$ cat config.mk
export PLATFORM = sky130hd
export DESIGN_NAME = uart_fractional_baud_divisor_search_top
export DESIGN_NICKNAME = d
export VERILOG_FILES = /design/src/rtl/ufbd_pkg.sv /design/src/rtl/ufbd_divider.sv /design/src/rtl/ufbd_search.sv /design/src/rtl/uart_fractional_baud_divisor_search_top.sv
export SDC_FILE = /design/constraint.sdc
export NUM_CORES = 1
export LEC_CHECK = 0
export ABC_CLOCK_PERIOD_IN_PS = 11400
export BUFFER_PORTS_ARGS = -buffer_cell sky130_fd_sc_hd__buf_2
export CORE_MARGIN = 10
export CORE_UTILIZATION = 50
export CTS_CLUSTER_DIAMETER = 120
export DETAILED_ROUTE_END_ITERATION = 16
export MAX_ROUTING_LAYER = met4
export PLACE_DENSITY_LB_ADDON = 0.08
export SYNTH_ARGS = -nofsm -noshare
export SYNTH_HDL_FRONTEND = slang
export SYNTH_SLANG_ARGS = --single-unit
$ cat constraint.sdc
create_clock -name clk -period 11.4 [get_ports clk]
set_clock_uncertainty 0.05 [all_clocks]
set_input_delay 0 -clock clk [delete_from_list [all_inputs] [get_ports clk]]
set_output_delay 0 -clock clk [all_outputs]
set_load 0.02 [all_outputs]
$ cat src/rtl/ufbd_pkg.sv
// shared types and constants for the uart fractional baud divisor search
// no dependencies; imported by every module of the block
`default_nettype none

package ufbd_pkg;

    localparam int CLK_W    = 29;
    localparam int BAUD_W   = 24;
    localparam int DIV_W    = 17;
    localparam int FRAC_W   = 15;
    localparam int NIB_W    = 4;
    localparam int NUM_W    = 32;
    localparam int DEN_W    = BAUD_W;
    localparam int DIV_CNT_W = 6;
    localparam int ERR_W    = DIV_W;

    localparam logic [CLK_W-1:0]     CLK_RESET   = 29'd100000000;
    localparam logic [NIB_W-1:0]     MUL_MAX     = 4'd15;
    localparam logic [DIV_CNT_W-1:0] RATIO_STEPS = 6'd32;
    localparam logic [DIV_CNT_W-1:0] SCALE_STEPS = 6'd15;
    localparam logic [DIV_CNT_W-1:0] CAND_STEPS  = 6'd17;

    typedef enum logic [2:0] {
        S_IDLE,
        S_RATIO,
        S_SCALE,
        S_CAND,
        S_DONE
    } search_state_t;

    // request to the serial divider: remainder preset, bits to shift in msb first
    typedef struct packed {
        logic                 start;
        logic [DEN_W-1:0]     rem_init;
        logic [NUM_W-1:0]     num;
        logic [DIV_CNT_W-1:0] count;
        logic [DEN_W-1:0]     den;
    } div_req_t;

    typedef struct packed {
        logic             done;
        logic [NUM_W-1:0] quo;
        logic [DEN_W-1:0] rem;
    } div_rsp_t;

    typedef struct packed {
        logic [DIV_W-1:0] integer_divisor;
        logic [NIB_W-1:0] multiplier;
        logic [NIB_W-1:0] divide_add;
        logic             bad_rate;
    } res_t;

endpackage

`default_nettype wire

$ cat src/rtl/ufbd_divider.sv
// bit-serial restoring divider, one quotient bit per cycle
// depends on ufbd_pkg
`default_nettype none

module ufbd_divider
    import ufbd_pkg::*;
(
    input  wire logic     clk,
    input  wire logic     rst_n,
    input  wire div_req_t req,
    output div_rsp_t      rsp
);

    logic                 busy_reg, busy_next;
    logic                 done_reg, done_next;
    logic [DIV_CNT_W-1:0] cnt_reg, cnt_next;
    logic [DEN_W-1:0]     rem_reg, rem_next;
    logic [NUM_W-1:0]     q_reg, q_next;
    logic [DEN_W-1:0]     den_reg, den_next;
    logic [DEN_W:0]       trial;
    logic [DEN_W:0]       diff;
    logic                 ge;

    always_comb
    begin
        trial = {rem_reg, q_reg[NUM_W-1]};
        ge    = trial >= {1'b0, den_reg};
        diff  = trial - {1'b0, den_reg};

        busy_next = busy_reg;
        done_next = 1'b0;
        cnt_next  = cnt_reg;
        rem_next  = rem_reg;
        q_next    = q_reg;
        den_next  = den_reg;

        if (req.start)
        begin
            busy_next = 1'b1;
            cnt_next  = req.count;
            rem_next  = req.rem_init;
            q_next    = req.num;
            den_next  = req.den;
        end
        else if (busy_reg)
        begin
            rem_next = ge ? diff[DEN_W-1:0] : trial[DEN_W-1:0];
            q_next   = {q_reg[NUM_W-2:0], ge};
            cnt_next = cnt_reg - 1'b1;
            if (cnt_reg == DIV_CNT_W'(1))
            begin
                busy_next = 1'b0;
                done_next = 1'b1;
            end
        end
    end

    always_ff @(posedge clk or negedge rst_n)
    begin
        if (!rst_n)
        begin
            busy_reg <= 1'b0;
            done_reg <= 1'b0;
            cnt_reg  <= '0;
        end
        else
        begin
            busy_reg <= busy_next;
            done_reg <= done_next;
            cnt_reg  <= cnt_next;
        end
    end

    always_ff @(posedge clk)
    begin
        rem_reg <= rem_next;
        q_reg   <= q_next;
        den_reg <= den_next;
    end

    assign rsp.done = done_reg;
    assign rsp.quo  = q_reg;
    assign rsp.rem  = rem_reg;

endmodule

`default_nettype wire

$ cat src/rtl/ufbd_search.sv
// sequencer: ratio division, then scale and candidate divisions per pair
// depends on ufbd_pkg; drives ufbd_divider through div_req_t / div_rsp_t
`default_nettype none

module ufbd_search
    import ufbd_pkg::*;
(
    input  wire logic              clk,
    input  wire logic              rst_n,
    input  wire logic              start,
    input  wire logic [BAUD_W-1:0] baud,
    input  wire logic [CLK_W-1:0]  clock_hz,
    output logic                   idle,
    output logic                   res_valid,
    input  wire logic              res_take,
    output res_t                   res,
    output div_req_t               req,
    input  wire div_rsp_t          rsp
);

    search_state_t    state_reg, state_next;
    div_req_t         req_reg, req_next;
    logic [NUM_W-1:0] ratio_reg, ratio_next;
    logic [NIB_W-1:0] m_reg, m_next;
    logic [NIB_W-1:0] a_reg, a_next;
    logic [ERR_W-1:0] best_err_reg, best_err_next;
    res_t             best_reg, best_next;
    logic [ERR_W-1:0] err;

    always_comb
    begin
        state_next    = state_reg;
        req_next      = req_reg;
        req_next.start = 1'b0;
        ratio_next    = ratio_reg;
        m_next        = m_reg;
        a_next        = a_reg;
        best_err_next = best_err_reg;
        best_next     = best_reg;
        err           = {1'b0, rsp.rem[ERR_W-2:0]};

        case (state_reg)
            S_IDLE:
            begin
                if (start)
                begin
                    if (baud == '0)
                    begin
                        best_next          = '0;
                        best_next.bad_rate = 1'b1;
                        state_next         = S_DONE;
                    end
                    else
                    begin
                        req_next.start    = 1'b1;
                        req_next.rem_init = '0;
                        req_next.num      = {clock_hz[CLK_W-1:4], 7'b0};
                        req_next.count    = RATIO_STEPS;
                        req_next.den      = baud;
                        state_next        = S_RATIO;
                    end
                end
            end
            S_RATIO:
            begin
                if (rsp.done)
                begin
                    // ratio = quotient << 8, wrapping at 32 bits
                    ratio_next                = {rsp.quo[23:0], 8'b0};
                    best_next.integer_divisor = rsp.quo[23:7];
                    best_next.multiplier      = 4'd1;
                    best_next.divide_add      = '0;
                    best_next.bad_rate        = 1'b0;
                    if (rsp.quo[6:0] == '0)
                    begin
                        state_next = S_DONE;
                    end
                    else
                    begin
                        m_next            = 4'd2;
                        a_next            = 4'd1;
                        best_err_next     = '1;
                        req_next.start    = 1'b1;
                        req_next.rem_init = DEN_W'(4'd1);
                        req_next.num      = '0;
                        req_next.count    = SCALE_STEPS;
                        req_next.den      = DEN_W'(4'd2);
                        state_next        = S_SCALE;
                    end
                end
            end
            S_SCALE:
            begin
                if (rsp.done)
                begin
                    // scale = 32768 + (a << 15) / m, quotient fits 15 bits
                    req_next.start    = 1'b1;
                    req_next.rem_init = DEN_W'(ratio_reg[NUM_W-1:DIV_W]);
                    req_next.num      = {ratio_reg[DIV_W-1:0], {FRAC_W{1'b0}}};
                    req_next.count    = CAND_STEPS;
                    req_next.den      = DEN_W'({1'b1, rsp.quo[FRAC_W-1:0]});
                    state_next        = S_CAND;
                end
            end
            S_CAND:
            begin
                if (rsp.done)
                begin
                    if (err < best_err_reg)
                    begin
                        best_err_next             = err;
                        best_next.integer_divisor = rsp.quo[DIV_W-1:0];
                        best_next.multiplier      = m_reg;
                        best_next.divide_add      = a_reg;
                    end
                    if ((a_reg + 1'b1) < m_reg)
                    begin
                        a_next = a_reg + 1'b1;
                    end
                    else
                    begin
                        m_next = m_reg + 1'b1;
                        a_next = 4'd1;
                    end
                    if (((a_reg + 1'b1) >= m_reg) && (m_reg == MUL_MAX))
                    begin
                        state_next = S_DONE;
                    end
                    else
                    begin
                        req_next.start    = 1'b1;
                        req_next.rem_init = DEN_W'(a_next);
                        req_next.num      = '0;
                        req_next.count    = SCALE_STEPS;
                        req_next.den      = DEN_W'(m_next);
                        state_next        = S_SCALE;
                    end
                end
            end
            S_DONE:
            begin
                if (res_take)
                begin
                    state_next = S_IDLE;
                end
            end
            default:
            begin
                state_next = S_IDLE;
            end
        endcase
    end

    always_ff @(posedge clk or negedge rst_n)
    begin
        if (!rst_n)
        begin
            state_reg <= S_IDLE;
            req_reg   <= '0;
        end
        else
        begin
            state_reg <= state_next;
            req_reg   <= req_next;
        end
    end

    always_ff @(posedge clk)
    begin
        ratio_reg    <= ratio_next;
        m_reg        <= m_next;
        a_reg        <= a_next;
        best_err_reg <= best_err_next;
        best_reg     <= best_next;
    end

    assign idle      = (state_reg == S_IDLE);
    assign res_valid = (state_reg == S_DONE);
    assign res       = best_reg;
    assign req       = req_reg;

endmodule

`default_nettype wire

$ cat src/rtl/uart_fractional_baud_divisor_search_top.sv
// top level of the uart fractional baud divisor search
// depends on ufbd_pkg, ufbd_divider and ufbd_search
`default_nettype none

// Give a baud rate beat on baud_rate and the block returns the divisor latch
// value and the fractional divider pair (multiplier, divide_add) for the
// peripheral clock held in the clock register (cfg_we / cfg_wdata, reset
// 100 MHz). A zero baud rate returns bad_rate with all other fields zero;
// the search goes straight to its done state, with no division. Otherwise
// one 32-step serial division forms the 17.15 clock-to-baud ratio; if its
// fraction is zero the result is given with multiplier 1 and add 0. Else all
// 105 pairs of multiplier 2..15 and add 1..multiplier-1 are tried, each
// taking a 15-step division for the scale and a 17-step division for the
// candidate. All divisions run on the single bit-serial divider. One baud
// rate is worked on at a time; the result sits in an output register so the
// next beat can be taken while it waits.

module uart_fractional_baud_divisor_search_top
    import ufbd_pkg::*;
(
    input  wire logic              clk,
    input  wire logic              rst_n,
    input  wire logic              cfg_we,
    input  wire logic [CLK_W-1:0]  cfg_wdata,
    input  wire logic              in_valid,
    output logic                   in_ready,
    input  wire logic [BAUD_W-1:0] baud_rate,
    output logic                   out_valid,
    input  wire logic              out_ready,
    output logic [DIV_W-1:0]       integer_divisor,
    output logic [NIB_W-1:0]       multiplier,
    output logic [NIB_W-1:0]       divide_add,
    output logic                   bad_rate
);

    // clock register
    logic [CLK_W-1:0] clock_reg, clock_next;

    // output register
    logic out_valid_reg, out_valid_next;
    res_t out_reg, out_next;

    // search side
    logic     search_idle;
    logic     res_valid;
    logic     res_take;
    res_t     res;
    div_req_t div_req;
    div_rsp_t div_rsp;
    logic     in_beat;

    assign in_ready = search_idle;
    assign in_beat  = in_valid && in_ready;

    // result moves into the output register once it is empty or draining
    assign res_take = res_valid && (!out_valid_reg || out_ready);

    always_comb
    begin
        clock_next     = cfg_we ? cfg_wdata : clock_reg;
        out_valid_next = out_valid_reg;
        out_next       = out_reg;
        if (res_take)
        begin
            out_valid_next = 1'b1;
            out_next       = res;
        end
        else if (out_ready)
        begin
            out_valid_next = 1'b0;
        end
    end

    always_ff @(posedge clk or negedge rst_n)
    begin
        if (!rst_n)
        begin
            clock_reg     <= CLK_RESET;
            out_valid_reg <= 1'b0;
        end
        else
        begin
            clock_reg     <= clock_next;
            out_valid_reg <= out_valid_next;
        end
    end

    always_ff @(posedge clk)
    begin
        out_reg <= out_next;
    end

    ufbd_search u_search (
        .clk      (clk),
        .rst_n    (rst_n),
        .start    (in_beat),
        .baud     (baud_rate),
        .clock_hz (clock_reg),
        .idle     (search_idle),
        .res_valid(res_valid),
        .res_take (res_take),
        .res      (res),
        .req      (div_req),
        .rsp      (div_rsp)
    );

    ufbd_divider u_divider (
        .clk  (clk),
        .rst_n(rst_n),
        .req  (div_req),
        .rsp  (div_rsp)
    );

    assign out_valid       = out_valid_reg;
    assign integer_divisor = out_reg.integer_divisor;
    assign multiplier      = out_reg.multiplier;
    assign divide_add      = out_reg.divide_add;
    assign bad_rate        = out_reg.bad_rate;

endmodule

`default_nettype wire

==> summary.txt, run 1 <==
Global route
  • Grt total ovfl: 0
  • First-pass GRT wire length: 47.3 mm
  • Largest net degree at the start of global routing: 58
  • All-Layer GR Usage: 0.183
  • Initial antenna violation count: 0
  • Vias in the first global route: 8190

Logic synthesis
  • Fraction of registers with async set/reset: 0.369
  • Register area share after synthesis: 0.628
  • Syn avg cell area: 13.1 um^2
  • Top cells by count, synth: 181 x edfxtp_1, 94 x dfrtp_1, 74 x inv_1
  • Cell Area, Synth: 12900 um^2
  • Syn Nets: 1088
  • Distinct cells, synth: 71
  • Most used DFF post-synth: edfxtp_1
  • Yosys top cell area share: 0.421
  • Seq cells post-synth: 287
  • Synth area leaders: edfxtp_1 42%, dfrtp_1 18%, mux2_2 4.7%
  • Top-count cell post-synth: edfxtp_1
  • Post-Synthesis Cells: 982
  • Number of synthesized flops with an enable pin: 181
  • Ys Warns: 0
  • Area leader, netlist: edfxtp_1

Clock tree
  • TritonCTS clock tree: built
  • CTS Sinks: 287
  • H-tree lvl count: 1
  • Clock slew seen by the registers of the worst setup and hold paths: 0.06 ns
  • Root Driver: clkbuf_16
  • Setup bufs post-CTS: 0
  • Worst skew pair latency: 0.54 ns
  • CTS buffer count: 29
  • Hold_buf cts: 52
  • Clock tree buffer depth: 3
  • CTS resizes: 0

STA
  • RSZ-0062 raised after global routing: false
  • Crit path time final: 3.84 ns
  • Period utilization: 0.337
  • Max-slew violations: 0
  • TNS Setup: 0 ns
  • Final setup fails: 0
  • Actual slew at the worst max-slew pin: 1.20 ns
  • Slew margin rel.: 0.197
  • Final Hold Fails: 0
  • Peak Freq: 261 MHz

Floorplan
  • Chip width: 181 um
  • # rows: 58
  • I/O pin total: 86
  • Die H: 181 um
  • Die area: 32600 um^2
  • Core area: 25300 um^2
  • Initial Util: 0.511

Pwr
  • Total power: 4.24 mW
  • Pleak: 6.37 nW
  • Cell Pwr Density: 279 nW/um^2
  • Worst VDD drop: 0.145 mV

Run
  • Max-cap violation count: 0

Detailed routing
  • Vias: 8272
  • Drt initial violations: 720
  • DR WL/cell: 20.3 um
  • Drt drc: 0
  • ANT nets after route: 0
  • DR vias/cell: 5.64
  • Drt total wl: 29.7 mm
  • First-pass DRT Iterations: 6

Cells and area
  • Antenna diode count: 0
  • Fraction of layout cells with a size suffix above 1: 0.198
  • Synthesis-to-layout area growth: 17.8%
  • Max reg flops: 69
  • Nets: 1220

Worst hold path
  • Min-delay worst type: in -> async

Placed design
  • PortBufs: 81
  • GP Congestion: 0.886
  • Post-DP HPWL: 20.0 mm

Worst setup path
  • Crit-path max FO: 18
  • CP startpoint kind: flop
  • CP Data Required Time: 11.64 ns
  • CP Class: reg -> reg
  • Critical Path AT: 4.08 ns
  • CP endpoint kind: flop

Outcome
  • Status: completed
stage by stage:
stage | setup slack (ns) | std cells | hold WS [ns] | utilization | instance area, um^2
after floorplan | 7.54 | 982 | -0.346 | - | 12900
after global placement | 7.57 | 1361 | 0.0706 | 0.540 | 13600
after detailed placement | 7.62 | 1361 | 0.0660 | 0.540 | 13600
after CTS | 7.57 | 1467 | 0.0110 | 0.602 | 15200
after global routing | 7.42 | 1467 | 0.0449 | 0.602 | 15200
final | 7.56 | 1467 | 0.0157 | 0.602 | 15200
cell type report:
cell class              count  area (um^2)
clock inverters            14          226
multi-input cells         575         4330
clock buffers              40          828
inverters                  76          285
flip-flops and latches    287         8100
well taps                 330          413
fillers                  2044        10100
repair buffers            145         1020
report_power, final:
part           switching (mW)  internal, mW  total (mW)
clock                   0.393         0.643        1.04
sequential              0.245          1.52        1.77
combinational           0.798         0.639        1.44
cell usage in the layout, fill, tap and decap left out, types with 48 or more instances in the layout:
cell type / n
a22o_1: 51
a21oi_1: 48
dfrtp_1: 93
edfxtp_1: 181
dlygate4sd3_1: 52
nor2_1: 50
mux2_2: 54
buf_2: 80
inv_1: 73
metal layers:
metal | vias up | global-route usage | share of wire
met1 | 4087 | 0.248 | 0.45
met5 | - | - | 0
met4 | 0 | 0.0374 | 0.018
met3 | 38 | 0.0235 | 0.050
met2 | 208 | 0.291 | 0.48
li1 | 3939 | - | -
worst max-delay path, cell delays in order (launching register included):
cell	delay, ns
edfxtp_1	0.47
ha_1	0.48
a21oi_4	0.24
o21a_4	0.18
o221ai_2	0.13
or4_4	0.52
nor3_4	0.32
or2_1	0.71
nor2_2	0.13
a221o_1	0.36
cell families (layout without fill, tap and decap cells):
kind of cell / after synthesis / in the layout / share of synthesized area
AO/OA/AOI/OAI: 221 / 221 / 0.128
XOR/XNOR: 25 / 25 / 0.0170
adder cells (fa/ha/maj): 48 / 48 / 0.0471
buffers and inverters: 120 / 275 / 0.0383
flip-flops: 287 / 287 / 0.628
multiplexers: 66 / 66 / 0.0565
AND/OR/NAND/NOR: 215 / 215 / 0.0854
final timing paths:
check                                      start  slack [ns]  cells after the start                     to
min                                        rst_n        0.02                      2           clock_reg[4]
min in group clk                          cfg_we        0.02                      2          clock_reg[25]
min reg2reg                     u_search.res[19]        0.36                      0    integer_divisor[10]
max reg2reg                u_divider.rem_reg[13]        7.56                      9  u_divider.rem_reg[11]
max                        u_divider.rem_reg[13]        7.56                      9  u_divider.rem_reg[11]
max in group asynchronous                  rst_n       10.07                      3       u_search.req[86]
Power figures use the tool's default switching activity.
==> run 2: changes to the inputs <==
--- a/config.mk
+++ b/config.mk
@@ -5,7 +5,7 @@
 export SDC_FILE = /design/constraint.sdc
 export NUM_CORES = 1
 export LEC_CHECK = 0
-export ABC_CLOCK_PERIOD_IN_PS = 11400
+export ABC_CLOCK_PERIOD_IN_PS = 3650
 export BUFFER_PORTS_ARGS = -buffer_cell sky130_fd_sc_hd__buf_2
 export CORE_MARGIN = 10
 export CORE_UTILIZATION = 50
==> constraint.sdc (replaced) <==
create_clock -name clk -period 3.65 [get_ports clk]
set_clock_uncertainty 0.05 [all_clocks]
set_input_delay 0 -clock clk [delete_from_list [all_inputs] [get_ports clk]]
set_output_delay 0 -clock clk [all_outputs]
set_load 0.02 [all_outputs]
==> summary.txt, run 2 (synthesis gave the netlist of run 1 again) <==
Worst setup path
  • Crit-path max FO: 12
  • Crit-path slowest cell: nor2_2
  • Crit path cell chain: ha_1, and3_1, nand2_1, nor4_1, or4_4, nor3_4, nor2_2, buf_4, mux2i_1, a21oi_1
  • CP Class: reg -> reg
  • CP Data Required Time: 3.86 ns
  • Critical Path AT: 3.60 ns
  • CP startpoint kind: flop
  • CP endpoint kind: flop
  • CP max stage delay: 0.55 ns

Pwr
  • Seq pwr share: 0.418
  • Switching share of power: 0.345
  • Clk pwr share: 0.227
  • Pleak: 6.41 nW
  • Cell Pwr Density: 861 nW/um^2
  • Internal: 8.62 mW
  • Switch Pwr: 4.53 mW
  • Worst VDD drop: 0.625 mV
  • Comb power frac: 0.355

Detailed routing
  • Drt initial violations: 735
  • DR WL/cell: 20.3 um
  • DR vias/cell: 5.60
  • First-pass DRT Iterations: 6
  • Vias: 8321
  • ANT nets after route: 0
  • Drt drc: 0
  • Drt total wl: 30.2 mm

Cells and area
  • Max reg flops: 69
  • Fraction of layout cells with a size suffix above 1: 0.209
  • Synthesis-to-layout area growth: 18.4%
  • Util after Layout: 0.605
  • Nets: 1238
  • Most frequent cells in the layout: 181 x edfxtp_1, 93 x dfrtp_1, 80 x buf_2
  • Antenna diode count: 0
  • Commonest non-fill, non-tap cell in the layout: edfxtp_1

STA
  • Max-slew violations: 0
  • Peak Freq: 295 MHz
  • Slew margin rel.: 0.414
  • RSZ-0062 raised after global routing: false
  • Period utilization: 0.928
  • TNS Setup: 0 ns
  • Crit path time final: 3.39 ns
  • Actual slew at the worst max-slew pin: 0.874 ns
  • Final setup fails: 0
  • Final Hold Fails: 0

Floorplan
  • Die H: 181 um
  • Die area: 32600 um^2
  • # rows: 58
  • I/O pin total: 86
  • Core area: 25300 um^2
  • Initial Util: 0.511
  • Chip width: 181 um

Run
  • Max-cap violation count: 0

Clock tree
  • Root Driver: clkbuf_16
  • Clock slew seen by the registers of the worst setup and hold paths: 0.06 ns
  • TritonCTS clock tree: built
  • H-tree lvl count: 1
  • Setup bufs post-CTS: 0
  • CTS Sinks: 287
  • Clock tree buffer depth: 3
  • Worst skew pair latency: 0.55 ns
  • CTS buffer count: 29

Global route
  • All-Layer GR Usage: 0.187
  • First-pass GRT wire length: 48.1 mm
  • GRT met3 Usage: 0.0229
  • Initial antenna violation count: 0
  • Grt total ovfl: 0
  • Grt peak-use layer: met2
  • Largest net degree at the start of global routing: 63
  • Grt met2 use: 0.305
  • Met1 Usage GRT: 0.248
  • Vias in the first global route: 8515

Placed design
  • Post-DP HPWL: 20.4 mm
  • PortBufs: 81
  • GP Congestion: 0.889

Worst hold path
  • Min-delay worst type: in -> reg

Outcome
  • Status: completed
run 2: cell types whose count changed in the layout (fill, tap and decap cells not counted), moves of 2 or more:
cell,delta
clkinv_2,+3
clkbuf_8,-4
clkinv_1,+4
clkbuf_1,-3
buf_4,+15
clkinvlp_4,+3
bufinv_16,-2
buf_12,+2
run 2: timing repair:
item | in CTS | in global routing
resized for setup | 0 | 0
hold endpoints to repair | 153 | 0
hold buffers | 54 | 0
run 2: worst max-delay path, delay by kind of cell, from the launching register on:
family | cells | cell delay, ns
multiplexers | 1 | 0.24
adder cells (fa/ha/maj) | 1 | 0.42
AO/OA/AOI/OAI | 1 | 0.09
AND/OR/NAND/NOR | 6 | 1.52
buffers and inverters | 1 | 0.30
flip-flops | 1 | 0.49
run 2: final cells by class:
class	count	area, um^2
Multi-Input combinational cell	575	4330
Sequential cell	287	8100
Clock buffer	32	737
Timing Repair Buffer	163	1180
Fill cell	2006	9980
Inverter	76	285
Tap cell	330	413
Clock inverter	22	221
run 2: through the flow:
step           std cells  cell area, um^2  worst slack (ns)  hold WS, ns  total power [mW]
6_report            1485            15300             0.262       0.0220              13.2
3_3_place_gp        1377            13800             0.338      -0.0128              10.1
4_1_cts             1485            15300             0.286       0.0149              13.2
5_1_grt             1485            15300            0.0916       0.0301              14.0
2_1_floorplan        982            12900             0.373       -0.346              8.77
3_5_place_dp        1377            13800             0.301      -0.0145              10.2
run 2: power groups by stage:
stage | Sequential, mW | Clock [mW] | Combinational [mW]
after floorplan | 5.20 | 0 | 3.58
after global placement | 5.54 | 0 | 4.53
after detailed placement | 5.56 | 0 | 4.61
after CTS | 5.50 | 3.05 | 4.68
after global routing | 5.60 | 3.18 | 5.22
final | 5.50 | 2.98 | 4.67
run 2: per-layer routing:
metal,vias to the layer above,share of wire
met5,-,0
met4,0,0.016
met3,31,0.040
met2,187,0.49
met1,4127,0.45
li1,3976,-
run 2: path summary, 6_finish.rpt:
kind,from,endpoint,slack (ns),depth (start not counted)
min in group asynchronous,rst_n,clock_reg[26],0.50,3
worst max register to register,u_divider.rem_reg[10],u_divider.rem_reg[7],0.26,10
worst min register to register,u_search.res[8],multiplier[3],0.37,0
worst max-delay path,u_divider.rem_reg[10],u_divider.rem_reg[7],0.26,10
max in group asynchronous,rst_n,u_search.req[86],2.56,4
worst min-delay path,cfg_we,clock_reg[27],0.02,2
